<file path="src/hw/rtl/caller_id_fsk_generator_unit_macros.svh">
// assertion macros shared by the caller id fsk generator rtl
`ifndef CALLER_ID_FSK_GENERATOR_UNIT_MACROS_SVH
`define CALLER_ID_FSK_GENERATOR_UNIT_MACROS_SVH
`ifndef SYNTHESIS
`define CIDG_ASSERT_IMPLIES(label, clk, rst, ante, cons) \
   label: assert property (@(posedge clk) disable iff (rst) (ante) |-> (cons)) \
      else $error("cidg assertion failed");
`define CIDG_ASSERT_NEXT(label, clk, rst, ante, cons) \
   label: assert property (@(posedge clk) disable iff (rst) (ante) |=> (cons)) \
      else $error("cidg assertion failed");
`else
`define CIDG_ASSERT_IMPLIES(label, clk, rst, ante, cons)
`define CIDG_ASSERT_NEXT(label, clk, rst, ante, cons)
`endif
`endif

</file>
<file path="src/hw/rtl/cidg_pkg.sv">
// shared types and constants of the caller id fsk generator
package cidg_pkg;
   localparam int OPCODE_W  = 2;
   localparam int CHAR_W    = 8;
   localparam int SAMPLE_W  = 14;
   localparam int CSR_IDX_W = 3;
   localparam int CSR_DATA_W = 16;
   localparam int RATE_W    = 16;
   localparam int FREQ_W    = 12;
   localparam int TIME_W    = 18;
   localparam int COUNT_W   = 19;

   localparam logic [OPCODE_W-1:0] OP_CLEAR         = 2'd0;
   localparam logic [OPCODE_W-1:0] OP_APPEND_NUMBER = 2'd1;
   localparam logic [OPCODE_W-1:0] OP_APPEND_NAME   = 2'd2;
   localparam logic [OPCODE_W-1:0] OP_TICK          = 2'd3;

   localparam logic [CSR_IDX_W-1:0] CSR_FORMAT_MODE = 3'd0;
   localparam logic [CSR_IDX_W-1:0] CSR_MONTH       = 3'd1;
   localparam logic [CSR_IDX_W-1:0] CSR_DAY         = 3'd2;
   localparam logic [CSR_IDX_W-1:0] CSR_HOUR        = 3'd3;
   localparam logic [CSR_IDX_W-1:0] CSR_MINUTE      = 3'd4;
   localparam logic [CSR_IDX_W-1:0] CSR_SAMPLE_RATE = 3'd5;
   localparam logic [CSR_IDX_W-1:0] CSR_MARK_FREQ   = 3'd6;
   localparam logic [CSR_IDX_W-1:0] CSR_SPACE_FREQ  = 3'd7;

   localparam int PREAMBLE_BYTES = 50;
   localparam int FIRST_PREAMBLE = 29;
   localparam logic [7:0] PREAMBLE_A   = 8'h55;
   localparam logic [7:0] PREAMBLE_B   = 8'hFF;
   localparam logic [7:0] ASCII_ZERO   = 8'h30;
   localparam logic [7:0] MDMF_TYPE    = 8'h80;
   localparam logic [7:0] SDMF_TYPE    = 8'h04;
   localparam logic [7:0] PARAM_DATE   = 8'h01;
   localparam logic [7:0] PARAM_NUMBER = 8'h02;
   localparam logic [7:0] PARAM_NAME   = 8'h07;
   localparam logic [7:0] DATE_LEN     = 8'h08;
   localparam int AMPLITUDE = 8191;
endpackage

</file>
<file path="src/hw/rtl/cidg_if.sv">
// request and response channel interfaces
interface cidg_req_if;
   logic valid;
   logic ready;
   logic [cidg_pkg::OPCODE_W-1:0] opcode;
   logic [cidg_pkg::CHAR_W-1:0] char_code;
   modport source (output valid, output opcode, output char_code, input ready);
   modport sink (input valid, input opcode, input char_code, output ready);
endinterface

interface cidg_rsp_if;
   logic valid;
   logic ready;
   logic signed [cidg_pkg::SAMPLE_W-1:0] sample_value;
   logic last_sample;
   logic status_code;
   modport source (output valid, output sample_value, output last_sample,
                   output status_code, input ready);
   modport sink (input valid, input sample_value, input last_sample,
                 input status_code, output ready);
endinterface

</file>
<file path="src/hw/rtl/cidg_ram.sv">
// generic single write, single registered read ram
module cidg_ram #(
   parameter int WIDTH = 8,
   parameter int DEPTH = 32
) (
   input  logic                     clock,
   input  logic                     write_en,
   input  logic [$clog2(DEPTH)-1:0] write_addr,
   input  logic [WIDTH-1:0]         write_data,
   input  logic [$clog2(DEPTH)-1:0] read_addr,
   output logic [WIDTH-1:0]         read_data
);
   logic [WIDTH-1:0] mem_ff [DEPTH];
   logic [WIDTH-1:0] read_data_ff;

   always_ff @(posedge clock) begin
      if (write_en) begin
         mem_ff[write_addr] <= write_data;
      end
      read_data_ff <= mem_ff[read_addr];
   end

   assign read_data = read_data_ff;
endmodule

</file>
<file path="src/hw/rtl/cidg_divider.sv">
// bit-serial restoring divider, one quotient bit per cycle
module cidg_divider #(
   parameter int NUM_W = 40
) (
   input  logic                             clock,
   input  logic                             reset,
   input  logic                             start,
   input  logic [NUM_W-1:0]                 numerator,
   input  logic [cidg_pkg::RATE_W-1:0]      denominator,
   output logic                             busy,
   output logic                             done,
   output logic [NUM_W-1:0]                 quotient
);
   localparam int DenW = cidg_pkg::RATE_W;
   localparam int CntW = $clog2(NUM_W);

   logic [DenW-1:0]  rem_ff, rem_in;
   logic [DenW-1:0]  den_ff, den_in;
   logic [NUM_W-1:0] quo_ff, quo_in;
   logic [CntW-1:0]  cnt_ff, cnt_in;
   logic             busy_ff, busy_in;
   logic             done_ff, done_in;
   logic [DenW:0]    trial;
   logic [DenW:0]    diff;
   logic             fits;

   always_comb begin
      trial   = {rem_ff, quo_ff[NUM_W-1]};
      diff    = trial - {1'b0, den_ff};
      fits    = trial >= {1'b0, den_ff};
      rem_in  = rem_ff;
      den_in  = den_ff;
      quo_in  = quo_ff;
      cnt_in  = cnt_ff;
      busy_in = busy_ff;
      done_in = 1'b0;
      if (start) begin
         rem_in  = '0;
         den_in  = denominator;
         quo_in  = numerator;
         cnt_in  = '0;
         busy_in = 1'b1;
      end else if (busy_ff) begin
         rem_in = fits ? diff[DenW-1:0] : trial[DenW-1:0];
         quo_in = {quo_ff[NUM_W-2:0], fits};
         cnt_in = cnt_ff + 1'b1;
         if (cnt_ff == CntW'(NUM_W - 1)) begin
            busy_in = 1'b0;
            done_in = 1'b1;
         end
      end
   end

   always_ff @(posedge clock) begin
      if (reset) begin
         busy_ff <= 1'b0;
         done_ff <= 1'b0;
         cnt_ff  <= '0;
      end else begin
         busy_ff <= busy_in;
         done_ff <= done_in;
         cnt_ff  <= cnt_in;
      end
      rem_ff <= rem_in;
      den_ff <= den_in;
      quo_ff <= quo_in;
   end

   assign busy     = busy_ff;
   assign done     = done_ff;
   assign quotient = quo_ff;
endmodule

</file>
<file path="src/hw/rtl/cidg_sine_rom.sv">
// full-cycle sine lookup built from a quarter-wave constant table
module cidg_sine_rom #(
   parameter int TABLE_BITS = 10
) (
   input  logic [TABLE_BITS-1:0]                index,
   output logic signed [cidg_pkg::SAMPLE_W-1:0] value
);
   localparam int Quarter = (1 << TABLE_BITS) >> 2;
   localparam int QW = TABLE_BITS - 2;
   localparam longint HalfPiQ30 = 64'd1686629713;
   localparam longint TermDiv [7] = '{6, 20, 42, 72, 110, 156, 210};
   localparam int Amplitude = cidg_pkg::AMPLITUDE;

   // taylor series in q30 over the first quadrant
   function automatic logic [12:0] quarter_sin(input int unsigned r);
      logic [63:0] theta;
      logic [63:0] th2;
      logic [63:0] term;
      longint      sum;
      logic [63:0] mag;
      theta = (64'(r) * 64'(HalfPiQ30)) / 64'(Quarter);
      th2   = (theta * theta) >> 30;
      term  = theta;
      sum   = longint'(theta);
      for (int n = 1; n <= 7; n++) begin
         term = ((term * th2) >> 30) / 64'(TermDiv[n-1]);
         if (n % 2 == 1) begin
            sum = sum - longint'(term);
         end else begin
            sum = sum + longint'(term);
         end
      end
      if (sum < 0) begin
         sum = 0;
      end
      mag = (64'(Amplitude) * 64'(sum)) >> 30;
      if (mag > 64'(Amplitude)) begin
         mag = 64'(Amplitude);
      end
      return 13'(mag);
   endfunction

   logic [12:0] quarter_rom [Quarter];

   for (genvar gi = 0; gi < Quarter; gi++) begin : g_rom
      assign quarter_rom[gi] = quarter_sin(gi);
   end

   logic [1:0]    quad;
   logic [QW-1:0] pos;
   logic [QW-1:0] mirror;
   logic [12:0]   mag;

   always_comb begin
      quad   = index[TABLE_BITS-1 -: 2];
      pos    = index[QW-1:0];
      mirror = QW'(0) - pos;
      if (quad[0]) begin
         mag = (pos == '0) ? 13'(Amplitude) : quarter_rom[mirror];
      end else begin
         mag = quarter_rom[pos];
      end
      value = quad[1] ? -$signed({1'b0, mag}) : $signed({1'b0, mag});
   end
endmodule

</file>
<file path="src/hw/rtl/caller_id_fsk_generator_unit.sv">
// caller id fsk generator top level: sequencer, message builder and timing
// Load number and name characters with append items, then send one tick item
// per audio sample; each tick returns one signed sample of a five-second
// buffer (one second of silence, the 0x55/0xFF preambles, the framed MDMF or
// SDMF message with checksum, then zero padding). Ticks are handled one at a
// time. A silent or padding sample is answered without the divider; a tone
// sample needs two divisions, for the sine phase and the bit timing ratio,
// and at a bit boundary the next bit is fetched, with a third division for
// the rescaled phase when the tone changes. The one shared bit-serial
// divider does these in turn. Appends that fit in the store, clears and
// register writes restart the buffer; a tick with no number loaded returns
// status 1.
`include "caller_id_fsk_generator_unit_macros.svh"
module caller_id_fsk_generator_unit #(
   parameter int STRING_CAPACITY = 32,
   parameter int BIT_RATE        = 1200,
   parameter int SINE_TABLE_BITS = 10
) (
   input  logic                             clock,
   input  logic                             reset,
   cidg_req_if.sink                         req_chan,
   cidg_rsp_if.source                       rsp_chan,
   input  logic                             csr_write_en,
   input  logic [cidg_pkg::CSR_IDX_W-1:0]   csr_index,
   input  logic [cidg_pkg::CSR_DATA_W-1:0]  csr_write_data
);
   localparam int LenW   = $clog2(STRING_CAPACITY + 1);
   localparam int AddrW  = $clog2(STRING_CAPACITY);
   localparam int MaxMsg = 17 + 2 * STRING_CAPACITY;
   localparam int MbiW   = $clog2(cidg_pkg::PREAMBLE_BYTES + MaxMsg + 1);
   localparam int NumW   = 30 + SINE_TABLE_BITS;
   localparam int TW     = cidg_pkg::TIME_W;
   localparam int FW     = cidg_pkg::FREQ_W;
   localparam int RW     = cidg_pkg::RATE_W;
   localparam int CW     = cidg_pkg::COUNT_W;
   localparam logic signed [17:0] BitRateS = 18'(BIT_RATE);

   typedef enum logic [11:0] {
      ST_IDLE       = 12'b0000_0000_0001,
      ST_FETCH      = 12'b0000_0000_0010,
      ST_BYTE       = 12'b0000_0000_0100,
      ST_MUL        = 12'b0000_0000_1000,
      ST_TONE_GO    = 12'b0000_0001_0000,
      ST_TONE_WAIT  = 12'b0000_0010_0000,
      ST_RATE_GO    = 12'b0000_0100_0000,
      ST_RATE_WAIT  = 12'b0000_1000_0000,
      ST_MUL_PHASE  = 12'b0001_0000_0000,
      ST_PHASE_GO   = 12'b0010_0000_0000,
      ST_PHASE_WAIT = 12'b0100_0000_0000,
      ST_DONE       = 12'b1000_0000_0000
   } state_type;

   typedef enum logic [2:0] {
      FK_FIRST   = 3'b001,
      FK_ADVANCE = 3'b010,
      FK_NEW     = 3'b100
   } fetch_kind_type;

   // configuration
   logic          format_ff;
   logic [6:0]    month_ff, day_ff, hour_ff, minute_ff;
   logic [RW-1:0] rate_cfg_ff;
   logic [FW-1:0] mark_ff, space_ff;

   // strings and buffer position
   logic [LenW-1:0] num_len_ff, num_len_in;
   logic [LenW-1:0] name_len_ff, name_len_in;
   logic [CW-1:0]   count_ff, count_in;
   logic [MbiW-1:0] mbi_ff, mbi_in;
   logic [3:0]      fbi_ff, fbi_in;
   logic [7:0]      csum_ff, csum_in;
   logic [TW-1:0]   t_ff, t_in;
   logic [7:0]      sib_ff, sib_in;
   logic [15:0]     resid_ff, resid_in;
   logic            cur_ff, cur_in;
   logic            nb_ff, nb_in;
   logic [29:0]     prod_ff, prod_in;
   logic signed [cidg_pkg::SAMPLE_W-1:0] sample_ff, sample_in;
   logic            status_ff, status_in;
   logic            skip_ff, skip_in;
   state_type       state_ff, state_in;
   fetch_kind_type  kind_ff, kind_in;

   logic            rsp_valid_ff, rsp_valid_in;
   logic signed [cidg_pkg::SAMPLE_W-1:0] rsp_sample_ff, rsp_sample_in;
   logic            rsp_last_ff, rsp_last_in;
   logic            rsp_status_ff, rsp_status_in;

   logic            req_fire;
   logic            do_restart;

   // string stores
   logic             num_we, name_we;
   logic [AddrW-1:0] num_raddr, name_raddr;
   logic [7:0]       num_rdata, name_rdata;

   // shared divider
   logic             div_start, div_busy, div_done;
   logic [NumW-1:0]  div_num, div_quotient;
   logic [RW-1:0]    div_den;

   logic signed [cidg_pkg::SAMPLE_W-1:0] rom_value;

   // derived values
   logic [RW-1:0]   rate_eff;
   logic [CW-1:0]   total;
   logic [CW-1:0]   count_next;
   logic [MbiW-1:0] msg_len, msg_idx, name_pos, active_end;
   logic            active;
   logic [FW-1:0]   f_cur, f_nb, f_bit;
   logic [2:0]      date_j;
   logic [6:0]      date_v;
   logic [14:0]     date_prod;
   logic [3:0]      date_tens;
   logic [6:0]      date_ones;
   logic [7:0]      date_char;
   logic [7:0]      byte_val;
   logic [7:0]      preamble_pat;
   logic            bit_val;
   logic [3:0]      fbi_inc;
   logic [3:0]      fbi_limit;
   logic signed [17:0] br_val, res_val;

   assign req_fire = req_chan.valid && req_chan.ready;
   assign req_chan.ready = (state_ff == ST_IDLE);

   assign rate_eff   = (rate_cfg_ff == '0) ? RW'(1) : rate_cfg_ff;
   assign total      = CW'({rate_eff, 2'b00}) + CW'(rate_eff);
   assign count_next = count_ff + CW'(1);
   assign msg_len    = format_ff ? MbiW'(11) + MbiW'(num_len_ff)
                     : MbiW'(15) + MbiW'(num_len_ff)
                       + ((name_len_ff != '0) ? MbiW'(name_len_ff) + MbiW'(2) : MbiW'(0));
   assign msg_idx    = mbi_ff - MbiW'(cidg_pkg::PREAMBLE_BYTES);
   assign name_pos   = msg_idx - MbiW'(14) - MbiW'(num_len_ff);
   assign active_end = MbiW'(cidg_pkg::PREAMBLE_BYTES) + msg_len;
   assign active     = (count_ff >= CW'(rate_eff)) && (mbi_ff < active_end);
   assign f_cur      = cur_ff ? mark_ff : space_ff;
   assign f_nb       = nb_ff ? mark_ff : space_ff;
   assign f_bit      = bit_val ? mark_ff : space_ff;

   assign num_raddr  = format_ff ? AddrW'(msg_idx - MbiW'(10)) : AddrW'(msg_idx - MbiW'(14));
   assign name_raddr = AddrW'(name_pos - MbiW'(2));

   assign num_we  = req_fire && (req_chan.opcode == cidg_pkg::OP_APPEND_NUMBER)
                  && (num_len_ff < LenW'(STRING_CAPACITY));
   assign name_we = req_fire && (req_chan.opcode == cidg_pkg::OP_APPEND_NAME)
                  && (name_len_ff < LenW'(STRING_CAPACITY));

   cidg_ram #(.WIDTH(8), .DEPTH(STRING_CAPACITY)) u_number_ram (
      .clock      (clock),
      .write_en   (num_we),
      .write_addr (num_len_ff[AddrW-1:0]),
      .write_data (req_chan.char_code),
      .read_addr  (num_raddr),
      .read_data  (num_rdata)
   );

   cidg_ram #(.WIDTH(8), .DEPTH(STRING_CAPACITY)) u_name_ram (
      .clock      (clock),
      .write_en   (name_we),
      .write_addr (name_len_ff[AddrW-1:0]),
      .write_data (req_chan.char_code),
      .read_addr  (name_raddr),
      .read_data  (name_rdata)
   );

   cidg_divider #(.NUM_W(NumW)) u_divider (
      .clock       (clock),
      .reset       (reset),
      .start       (div_start),
      .numerator   (div_num),
      .denominator (div_den),
      .busy        (div_busy),
      .done        (div_done),
      .quotient    (div_quotient)
   );

   cidg_sine_rom #(.TABLE_BITS(SINE_TABLE_BITS)) u_sine_rom (
      .index (div_quotient[SINE_TABLE_BITS-1:0]),
      .value (rom_value)
   );

   // divider operands by phase of the tick
   always_comb begin
      div_start = 1'b0;
      div_num   = NumW'({prod_ff, {SINE_TABLE_BITS{1'b0}}});
      div_den   = rate_eff;
      unique case (state_ff)
         ST_TONE_GO: begin
            div_start = 1'b1;
         end
         ST_RATE_GO: begin
            div_start = 1'b1;
            div_num   = NumW'(rate_eff);
            div_den   = RW'(sib_ff);
         end
         ST_PHASE_GO: begin
            div_start = 1'b1;
            div_num   = NumW'({prod_ff, 1'b0}) + NumW'(f_nb);
            div_den   = RW'({f_nb, 1'b0});
         end
         default: begin
            div_start = 1'b0;
         end
      endcase
   end

   // date digits: tens by reciprocal multiply
   always_comb begin
      date_j = format_ff ? 3'(msg_idx - MbiW'(2)) : 3'(msg_idx - MbiW'(4));
      unique case (date_j[2:1])
         2'd0: date_v = month_ff;
         2'd1: date_v = day_ff;
         2'd2: date_v = hour_ff;
         2'd3: date_v = minute_ff;
      endcase
      date_prod = 15'(date_v) * 15'd205;
      date_tens = date_prod[14:11];
      date_ones = date_v - 7'(7'(date_tens) * 7'd10);
      date_char = cidg_pkg::ASCII_ZERO + (date_j[0] ? 8'(date_ones) : 8'(date_tens));
   end

   // message byte at the current slot
   always_comb begin
      priority if (msg_idx >= msg_len) begin
         byte_val = 8'h00;
      end else if (msg_idx == msg_len - MbiW'(1)) begin
         byte_val = 8'h00 - csum_ff;
      end else if (format_ff) begin
         priority if (msg_idx == MbiW'(0)) byte_val = cidg_pkg::SDMF_TYPE;
         else if (msg_idx == MbiW'(1)) byte_val = 8'(msg_len - MbiW'(3));
         else if (msg_idx < MbiW'(10)) byte_val = date_char;
         else byte_val = num_rdata;
      end else begin
         priority if (msg_idx == MbiW'(0)) byte_val = cidg_pkg::MDMF_TYPE;
         else if (msg_idx == MbiW'(1)) byte_val = 8'(msg_len - MbiW'(3));
         else if (msg_idx == MbiW'(2)) byte_val = cidg_pkg::PARAM_DATE;
         else if (msg_idx == MbiW'(3)) byte_val = cidg_pkg::DATE_LEN;
         else if (msg_idx < MbiW'(12)) byte_val = date_char;
         else if (msg_idx == MbiW'(12)) byte_val = cidg_pkg::PARAM_NUMBER;
         else if (msg_idx == MbiW'(13)) byte_val = 8'(num_len_ff);
         else if (msg_idx < MbiW'(14) + MbiW'(num_len_ff)) byte_val = num_rdata;
         else if (name_pos == MbiW'(0)) byte_val = cidg_pkg::PARAM_NAME;
         else if (name_pos == MbiW'(1)) byte_val = 8'(name_len_ff);
         else byte_val = name_rdata;
      end
   end

   // line bit at the current slot and frame position
   always_comb begin
      preamble_pat = (mbi_ff < MbiW'(cidg_pkg::FIRST_PREAMBLE))
                   ? cidg_pkg::PREAMBLE_A : cidg_pkg::PREAMBLE_B;
      priority if (mbi_ff < MbiW'(cidg_pkg::PREAMBLE_BYTES)) begin
         bit_val = preamble_pat[fbi_ff[2:0]];
      end else if (msg_idx >= msg_len) begin
         bit_val = 1'b0;
      end else if (fbi_ff == 4'd0) begin
         bit_val = 1'b0;
      end else if (fbi_ff >= 4'd9) begin
         bit_val = 1'b1;
      end else begin
         bit_val = byte_val[3'(fbi_ff - 4'd1)];
      end
   end

   assign fbi_inc   = fbi_ff + 4'd1;
   assign fbi_limit = (mbi_ff < MbiW'(cidg_pkg::PREAMBLE_BYTES)) ? 4'd8 : 4'd10;
   assign br_val    = $signed({2'b00, div_quotient[15:0]}) - $signed({2'b00, resid_ff});
   assign res_val   = BitRateS - br_val;

   always_comb begin
      num_len_in    = num_len_ff;
      name_len_in   = name_len_ff;
      count_in      = count_ff;
      mbi_in        = mbi_ff;
      fbi_in        = fbi_ff;
      csum_in       = csum_ff;
      t_in          = t_ff;
      sib_in        = sib_ff;
      resid_in      = resid_ff;
      cur_in        = cur_ff;
      nb_in         = nb_ff;
      prod_in       = prod_ff;
      sample_in     = sample_ff;
      status_in     = status_ff;
      skip_in       = skip_ff;
      state_in      = state_ff;
      kind_in       = kind_ff;
      rsp_valid_in  = rsp_valid_ff && !rsp_chan.ready;
      rsp_sample_in = rsp_sample_ff;
      rsp_last_in   = rsp_last_ff;
      rsp_status_in = rsp_status_ff;
      do_restart    = 1'b0;

      if (csr_write_en) begin
         do_restart = 1'b1;
      end

      unique case (state_ff)
         ST_IDLE: begin
            if (req_fire) begin
               unique case (req_chan.opcode)
                  cidg_pkg::OP_CLEAR: begin
                     num_len_in  = '0;
                     name_len_in = '0;
                     do_restart  = 1'b1;
                  end
                  cidg_pkg::OP_APPEND_NUMBER: begin
                     if (num_we) begin
                        num_len_in = num_len_ff + LenW'(1);
                        do_restart = 1'b1;
                     end
                  end
                  cidg_pkg::OP_APPEND_NAME: begin
                     if (name_we) begin
                        name_len_in = name_len_ff + LenW'(1);
                        do_restart  = 1'b1;
                     end
                  end
                  cidg_pkg::OP_TICK: begin
                     sample_in = '0;
                     status_in = 1'b0;
                     skip_in   = 1'b0;
                     priority if (num_len_ff == '0) begin
                        status_in = 1'b1;
                        skip_in   = 1'b1;
                        state_in  = ST_DONE;
                     end else if (!active) begin
                        state_in = ST_DONE;
                     end else if (count_ff == CW'(rate_eff)) begin
                        kind_in  = FK_FIRST;
                        state_in = ST_FETCH;
                     end else begin
                        state_in = ST_MUL;
                     end
                  end
               endcase
            end
         end
         ST_FETCH: begin
            state_in = ST_BYTE;
         end
         ST_BYTE: begin
            unique case (kind_ff)
               FK_FIRST: begin
                  cur_in   = bit_val;
                  state_in = ST_MUL;
               end
               FK_ADVANCE: begin
                  if (fbi_inc >= fbi_limit) begin
                     if (mbi_ff >= MbiW'(cidg_pkg::PREAMBLE_BYTES)) begin
                        csum_in = csum_ff + byte_val;
                     end
                     fbi_in = 4'd0;
                     mbi_in = mbi_ff + MbiW'(1);
                  end else begin
                     fbi_in = fbi_inc;
                  end
                  kind_in  = FK_NEW;
                  state_in = ST_FETCH;
               end
               FK_NEW: begin
                  priority if (bit_val == cur_ff) begin
                     state_in = ST_DONE;
                  end else if (f_bit == '0) begin
                     t_in     = '0;
                     cur_in   = bit_val;
                     state_in = ST_DONE;
                  end else begin
                     nb_in    = bit_val;
                     state_in = ST_MUL_PHASE;
                  end
               end
            endcase
         end
         ST_MUL: begin
            prod_in  = 30'(t_ff) * 30'(f_cur);
            state_in = ST_TONE_GO;
         end
         ST_TONE_GO: begin
            state_in = ST_TONE_WAIT;
         end
         ST_TONE_WAIT: begin
            if (div_done) begin
               sample_in = rom_value;
               t_in      = t_ff + TW'(1);
               sib_in    = (sib_ff == 8'hFF) ? 8'hFF : sib_ff + 8'd1;
               state_in  = ST_RATE_GO;
            end
         end
         ST_RATE_GO: begin
            state_in = ST_RATE_WAIT;
         end
         ST_RATE_WAIT: begin
            if (div_done) begin
               if (br_val <= BitRateS) begin
                  resid_in = (res_val > 18'sd65535) ? 16'hFFFF : res_val[15:0];
                  sib_in   = 8'd0;
                  kind_in  = FK_ADVANCE;
                  state_in = ST_FETCH;
               end else begin
                  state_in = ST_DONE;
               end
            end
         end
         ST_MUL_PHASE: begin
            prod_in  = 30'(t_ff) * 30'(f_cur);
            state_in = ST_PHASE_GO;
         end
         ST_PHASE_GO: begin
            state_in = ST_PHASE_WAIT;
         end
         ST_PHASE_WAIT: begin
            if (div_done) begin
               t_in     = div_quotient[TW-1:0];
               cur_in   = nb_ff;
               state_in = ST_DONE;
            end
         end
         ST_DONE: begin
            if (!rsp_valid_ff || rsp_chan.ready) begin
               rsp_valid_in  = 1'b1;
               rsp_sample_in = sample_ff;
               rsp_status_in = status_ff;
               rsp_last_in   = !skip_ff && (count_next >= total);
               if (!skip_ff) begin
                  count_in = count_next;
                  if (count_next >= total) begin
                     do_restart = 1'b1;
                  end
               end
               state_in = ST_IDLE;
            end
         end
      endcase

      // buffer restarts from its first sample
      if (do_restart) begin
         count_in = '0;
         mbi_in   = '0;
         fbi_in   = '0;
         csum_in  = '0;
         t_in     = '0;
         sib_in   = '0;
         resid_in = '0;
         cur_in   = 1'b0;
      end
   end

   always_ff @(posedge clock) begin
      if (reset) begin
         format_ff    <= 1'b0;
         month_ff     <= 7'd1;
         day_ff       <= 7'd1;
         hour_ff      <= 7'd0;
         minute_ff    <= 7'd0;
         rate_cfg_ff  <= RW'(8000);
         mark_ff      <= FW'(1200);
         space_ff     <= FW'(2200);
         num_len_ff   <= '0;
         name_len_ff  <= '0;
         count_ff     <= '0;
         mbi_ff       <= '0;
         fbi_ff       <= '0;
         csum_ff      <= '0;
         t_ff         <= '0;
         sib_ff       <= '0;
         resid_ff     <= '0;
         cur_ff       <= 1'b0;
         state_ff     <= ST_IDLE;
         kind_ff      <= FK_FIRST;
         rsp_valid_ff <= 1'b0;
      end else begin
         if (csr_write_en) begin
            unique case (csr_index)
               cidg_pkg::CSR_FORMAT_MODE: format_ff   <= csr_write_data[0];
               cidg_pkg::CSR_MONTH:       month_ff    <= csr_write_data[6:0];
               cidg_pkg::CSR_DAY:         day_ff      <= csr_write_data[6:0];
               cidg_pkg::CSR_HOUR:        hour_ff     <= csr_write_data[6:0];
               cidg_pkg::CSR_MINUTE:      minute_ff   <= csr_write_data[6:0];
               cidg_pkg::CSR_SAMPLE_RATE: rate_cfg_ff <= csr_write_data;
               cidg_pkg::CSR_MARK_FREQ:   mark_ff     <= csr_write_data[FW-1:0];
               cidg_pkg::CSR_SPACE_FREQ:  space_ff    <= csr_write_data[FW-1:0];
            endcase
         end
         num_len_ff   <= num_len_in;
         name_len_ff  <= name_len_in;
         count_ff     <= count_in;
         mbi_ff       <= mbi_in;
         fbi_ff       <= fbi_in;
         csum_ff      <= csum_in;
         t_ff         <= t_in;
         sib_ff       <= sib_in;
         resid_ff     <= resid_in;
         cur_ff       <= cur_in;
         state_ff     <= state_in;
         kind_ff      <= kind_in;
         rsp_valid_ff <= rsp_valid_in;
      end
      nb_ff         <= nb_in;
      prod_ff       <= prod_in;
      sample_ff     <= sample_in;
      status_ff     <= status_in;
      skip_ff       <= skip_in;
      rsp_sample_ff <= rsp_sample_in;
      rsp_last_ff   <= rsp_last_in;
      rsp_status_ff <= rsp_status_in;
   end

   assign rsp_chan.valid        = rsp_valid_ff;
   assign rsp_chan.sample_value = rsp_sample_ff;
   assign rsp_chan.last_sample  = rsp_last_ff;
   assign rsp_chan.status_code  = rsp_status_ff;

   `CIDG_ASSERT_IMPLIES(a_div_start_free, clock, reset, div_start, !div_busy)
   `CIDG_ASSERT_IMPLIES(a_rate_div_nonzero, clock, reset, state_ff == ST_RATE_GO, sib_ff != 8'd0)
   `CIDG_ASSERT_IMPLIES(a_status_silent, clock, reset, rsp_valid_ff && rsp_status_ff, rsp_sample_ff == '0 && !rsp_last_ff)
   `CIDG_ASSERT_IMPLIES(a_frame_bound, clock, reset, state_ff != ST_IDLE, fbi_ff < 4'd10)
   `CIDG_ASSERT_NEXT(a_div_done_pulse, clock, reset, div_done, !div_done)
endmodule

</file>
<file path="src/flat_wrapper.sv">
// flat-port wrapper written by rule: the top's interface ports become plain ports
module caller_id_fsk_generator_unit_flat 
#(
   parameter int STRING_CAPACITY = 32,
   parameter int BIT_RATE        = 1200,
   parameter int SINE_TABLE_BITS = 10
)
  (clock, reset, csr_write_en, csr_index, csr_write_data, req_chan_valid, req_chan_opcode, req_chan_char_code, req_chan_ready, rsp_chan_valid, rsp_chan_sample_value, rsp_chan_last_sample, rsp_chan_status_code, rsp_chan_ready);
  cidg_req_if req_chan_i ();
  cidg_rsp_if rsp_chan_i ();
  input  logic clock;
  input  logic reset;
  input  logic csr_write_en;
  input  logic [cidg_pkg::CSR_IDX_W-1:0] csr_index;
  input  logic [cidg_pkg::CSR_DATA_W-1:0] csr_write_data;
  input wire logic [$bits(req_chan_i.valid)-1:0] req_chan_valid;
  input wire logic [$bits(req_chan_i.opcode)-1:0] req_chan_opcode;
  input wire logic [$bits(req_chan_i.char_code)-1:0] req_chan_char_code;
  output wire logic [$bits(req_chan_i.ready)-1:0] req_chan_ready;
  output wire logic [$bits(rsp_chan_i.valid)-1:0] rsp_chan_valid;
  output wire logic [$bits(rsp_chan_i.sample_value)-1:0] rsp_chan_sample_value;
  output wire logic [$bits(rsp_chan_i.last_sample)-1:0] rsp_chan_last_sample;
  output wire logic [$bits(rsp_chan_i.status_code)-1:0] rsp_chan_status_code;
  input wire logic [$bits(rsp_chan_i.ready)-1:0] rsp_chan_ready;
  assign req_chan_i.valid = req_chan_valid;
  assign req_chan_i.opcode = req_chan_opcode;
  assign req_chan_i.char_code = req_chan_char_code;
  assign req_chan_ready = req_chan_i.ready;
  assign rsp_chan_valid = rsp_chan_i.valid;
  assign rsp_chan_sample_value = rsp_chan_i.sample_value;
  assign rsp_chan_last_sample = rsp_chan_i.last_sample;
  assign rsp_chan_status_code = rsp_chan_i.status_code;
  assign rsp_chan_i.ready = rsp_chan_ready;
  caller_id_fsk_generator_unit #(.STRING_CAPACITY(STRING_CAPACITY), .BIT_RATE(BIT_RATE), .SINE_TABLE_BITS(SINE_TABLE_BITS)) u_core (.clock(clock), .reset(reset), .req_chan(req_chan_i), .rsp_chan(rsp_chan_i), .csr_write_en(csr_write_en), .csr_index(csr_index), .csr_write_data(csr_write_data));
endmodule
</file>
<file path="config.mk">
export PLATFORM = sky130hd
export DESIGN_NAME = caller_id_fsk_generator_unit_flat
export DESIGN_NICKNAME = d
export VERILOG_FILES = /design/src/hw/rtl/cidg_pkg.sv /design/src/hw/rtl/cidg_if.sv /design/src/hw/rtl/cidg_ram.sv /design/src/hw/rtl/cidg_divider.sv /design/src/hw/rtl/cidg_sine_rom.sv /design/src/hw/rtl/caller_id_fsk_generator_unit.sv /design/src/flat_wrapper.sv
export VERILOG_INCLUDE_DIRS = /design/src /design/src/hw/rtl
export SDC_FILE = /design/constraint.sdc
export NUM_CORES = 2
export LEC_CHECK = 0
export BUFFER_PORTS_ARGS = -buffer_cell sky130_fd_sc_hd__buf_4
export CORE_MARGIN = 8
export CORE_UTILIZATION = 29
export DETAILED_ROUTE_END_ITERATION = 7
export PLACE_DENSITY_LB_ADDON = 0.08
export RECOVER_POWER = 25
export SKIP_LAST_GASP = 1
export SYNTH_ARGS = -nofsm -noshare
export SYNTH_HDL_FRONTEND = slang
export SYNTH_SLANG_ARGS = --single-unit
</file>
<file path="constraint.sdc">
create_clock -name clock -period 11.5 [get_ports clock]
set_input_delay 1.15 -clock clock [delete_from_list [all_inputs] [get_ports clock]]
set_output_delay 1.15 -clock clock [all_outputs]
set_load 0.02 [all_outputs]
</file>
==> metrics.cfg <==
[run_status]
status=complete, but fails checks
violations=max-capacitance violations, max-slew violations

[sta]
finalHoldViolations=0
fmax_mhz=95.3
tns_ns=0
slew_headroom_pct=-124
post-route-min-period_ns=10.50
drv_slew=521
final.period_utilization_pct=91.3
holdWs_ns=0.419
rsz0062_at_grt=false
skew_ns=0.0446
setup_viol=0
worst_pin_slew_ns=3.35

[placed_design]
gp_congestion=0.857
placed_cells=7959
port_buffers=51
dp_hpwl_um=136000

[floorplan]
initial_core_util_pct=29.2
coreArea_um2=195000
dieArea_um2=210000
die_height_um=459
pin_count=52
row_count=162
fp.dieW_um=459

[cts]
htreeDepth=3
cts_hold_buf=0
clkTransAtPathRegs_ns=0.06
tritoncts=done
cts_buffers=100
cts_buffer_depth=3
clk-insertion-delay-late_ns=0.73
cts_sinks=849
root_buffer=clkbuf_16

[global_routing]
grt.total_usage_pct=17.8
grt_max_degree=121
antenna_found_initial=11
grt_pass1_wl_um=290000
gr-total-overflow=0
grt_pass1_vias=42800

[cells_and_area]
seq_area_um2=23300
nets=5977
fillers=20000
multi_input_area_um2=31100
stdcell_count=8147
area.growth.synth_to_final_pct=11.5
final_core_util_pct=32.5
drive_gt1_share_pct=10.7

[detailed_routing]
initialDrtViolationCount=3578
vias=42500
drt_first_pass_iters=7
wl_per_cell_um=23.8
routed_wl_um=194000
route.detailed.drc=0
drtAntennaViolNets=0
routed_via_density=5.21

[min_path]
min_path_type=register to register

[synth]
yosys.area.top_type=edfxtp_1
seq_area_frac_synth_pct=41.0
syn_inst=5528
synth_flop_cell=edfxtp_1
syn_avg_cell_area_um2=10.3
netlist.area_leader.share_pct=33.3
synth_area_um2=56800
ys_ff_latch=849
yosysMostFrequentCell=edfxtp_1
ys_warn_count=0
ys_async_sr_fraction_pct=0
synth-edff-count=630
synthDistinctLibCells=102
synth_common_cells=edfxtp_1 (630), nand2_1 (588), nor2_1 (491)
synthesis.nets=6067
synthTopCellsByArea=edfxtp_1 (33%), dfxtp_1 (7.7%), ha_1 (7.2%)

[worst_setup_path]
critPathLaunchType=register
critical_path_class=register to register
critPathArrivalTime_ns=11.12
crit_required_ns=12.13
slowest_stage=fa_1
endpoint_kind=register
crit_top_cell=ha_1
worst_path_largest_cell_delay_ns=0.54
cp_max_fo=12

[pwr]
leakagePower_nw=23.3
peakVddDrop_mv=0.134
p_total_w=0.00770
powerDensity_nw_per_um2=122

[job]
cap_violations=8

final timing paths:
check                                    endpoint  depth (start not counted)  slack [ns]                start
hold reg to reg   u_core.rsp_chan.sample_value[3]                          0        0.42  u_core.sample_ff[3]
hold / removal    u_core.rsp_chan.sample_value[3]                          0        0.42  u_core.sample_ff[3]
setup reg to reg                   u_core.t_ff[8]                         45        1.00     u_core.mbi_ff[2]
setup / recovery                   u_core.t_ff[8]                         45        1.00     u_core.mbi_ff[2]
power by group:
| part | internal, W | leakage (nW) | switching (W) |
|---|---|---|---|
| logic | 0.000402 | 14.2 | 0.000656 |
| clock network | 0.00182 | 1.59 | 0.00134 |
| registers | 0.00340 | 7.51 | 0.0000792 |
| total | 0.00563 | 23.3 | 0.00207 |
metrics by stage:
| step | cell area (um^2) | worst slack, ns |
|---|---|---|
| after global routing | 63300 | 0.0644 |
| after CTS | 63300 | 0.460 |
| after detailed placement | 60100 | 0.544 |
| after global placement | 60100 | 0.615 |
| final | 63300 | 1.00 |
| after floorplan | 56800 | 1.08 |
layout make-up:
| cell class | instances | area share [%] |
|---|---|---|
| multi-input combinational | 3992 | 49.0 |
| sequential | 849 | 36.8 |
| tap | 2624 | 5.18 |
| clock buffer | 132 | 4.28 |
| inverter | 339 | 2.01 |
| timing repair buffer | 156 | 1.86 |
| clock inverter | 50 | 0.800 |
| antenna | 5 | 0.0198 |
routing by layer:
metal / vias to the layer above / routed length (um) / track usage, %
met1: 21200 / 90700 / 25.4
li1: 19900 / - / -
met2: 1155 / 88400 / 28.5
met3: 263 / 9570 / 2.37
met4: 0 / 4900 / 4.77
met5: - / 0 / 0
sequential cells by signal, indices dropped and copies added (netlist names), 18 cells and up:
register	cells
u_core.count_ff	19
u_core.prod_ff	30
u_core.t_ff	18
u_core.u_divider.quotient	40
u_core.u_name_ram.mem_ff	256
u_core.u_number_ram.mem_ff	256
repair_timing:
item / 4_1_cts / 5_1_grt
setup buffers: 0 / 1
setup endpoints to repair: 0 / 20
resized for setup: 0 / 3
worst max-delay path: cells and delay by family (launching register included):
kind | cells | cell delay (ns)
flip-flops | 1 | 0.51
adder cells (fa/ha/maj) | 11 | 3.73
AND/OR/NAND/NOR | 5 | 0.71
buffers and inverters | 9 | 0.87
AO/OA/AOI/OAI | 16 | 3.48
XOR/XNOR | 2 | 0.52
multiplexers | 2 | 0.55
cell families after synthesis:
logic type	count (synthesis)	share of synthesized area, %
DFF	849	41.0
adders and majority gates	507	13.5
xor gates and xnor gates	257	4.01
AOI/OAI and AO/OA	1202	13.6
buffers and inverters	687	4.56
muxes	312	9.19
and+or+nand+nor	1714	14.0
cells in the final DEF (no fill, tap or decap), types with 94 or more instances in the layout:
cell type,Yosys,routed
fa_1,180,179
nor3_1,99,99
a21oi_1,332,330
nor2_1,491,488
dfxtp_1,219,217
edfxtp_1,630,630
nand2_1,588,588
inv_1,333,332
mux4_2,161,161
nand3_1,107,107
xnor2_1,158,151
o21ai_0,302,299
mux2i_1,98,94
buf_4,0,145
clkbuf_16,0,100
xor2_1,97,96
ha_1,325,323
(Power assumes the default switching activity.)
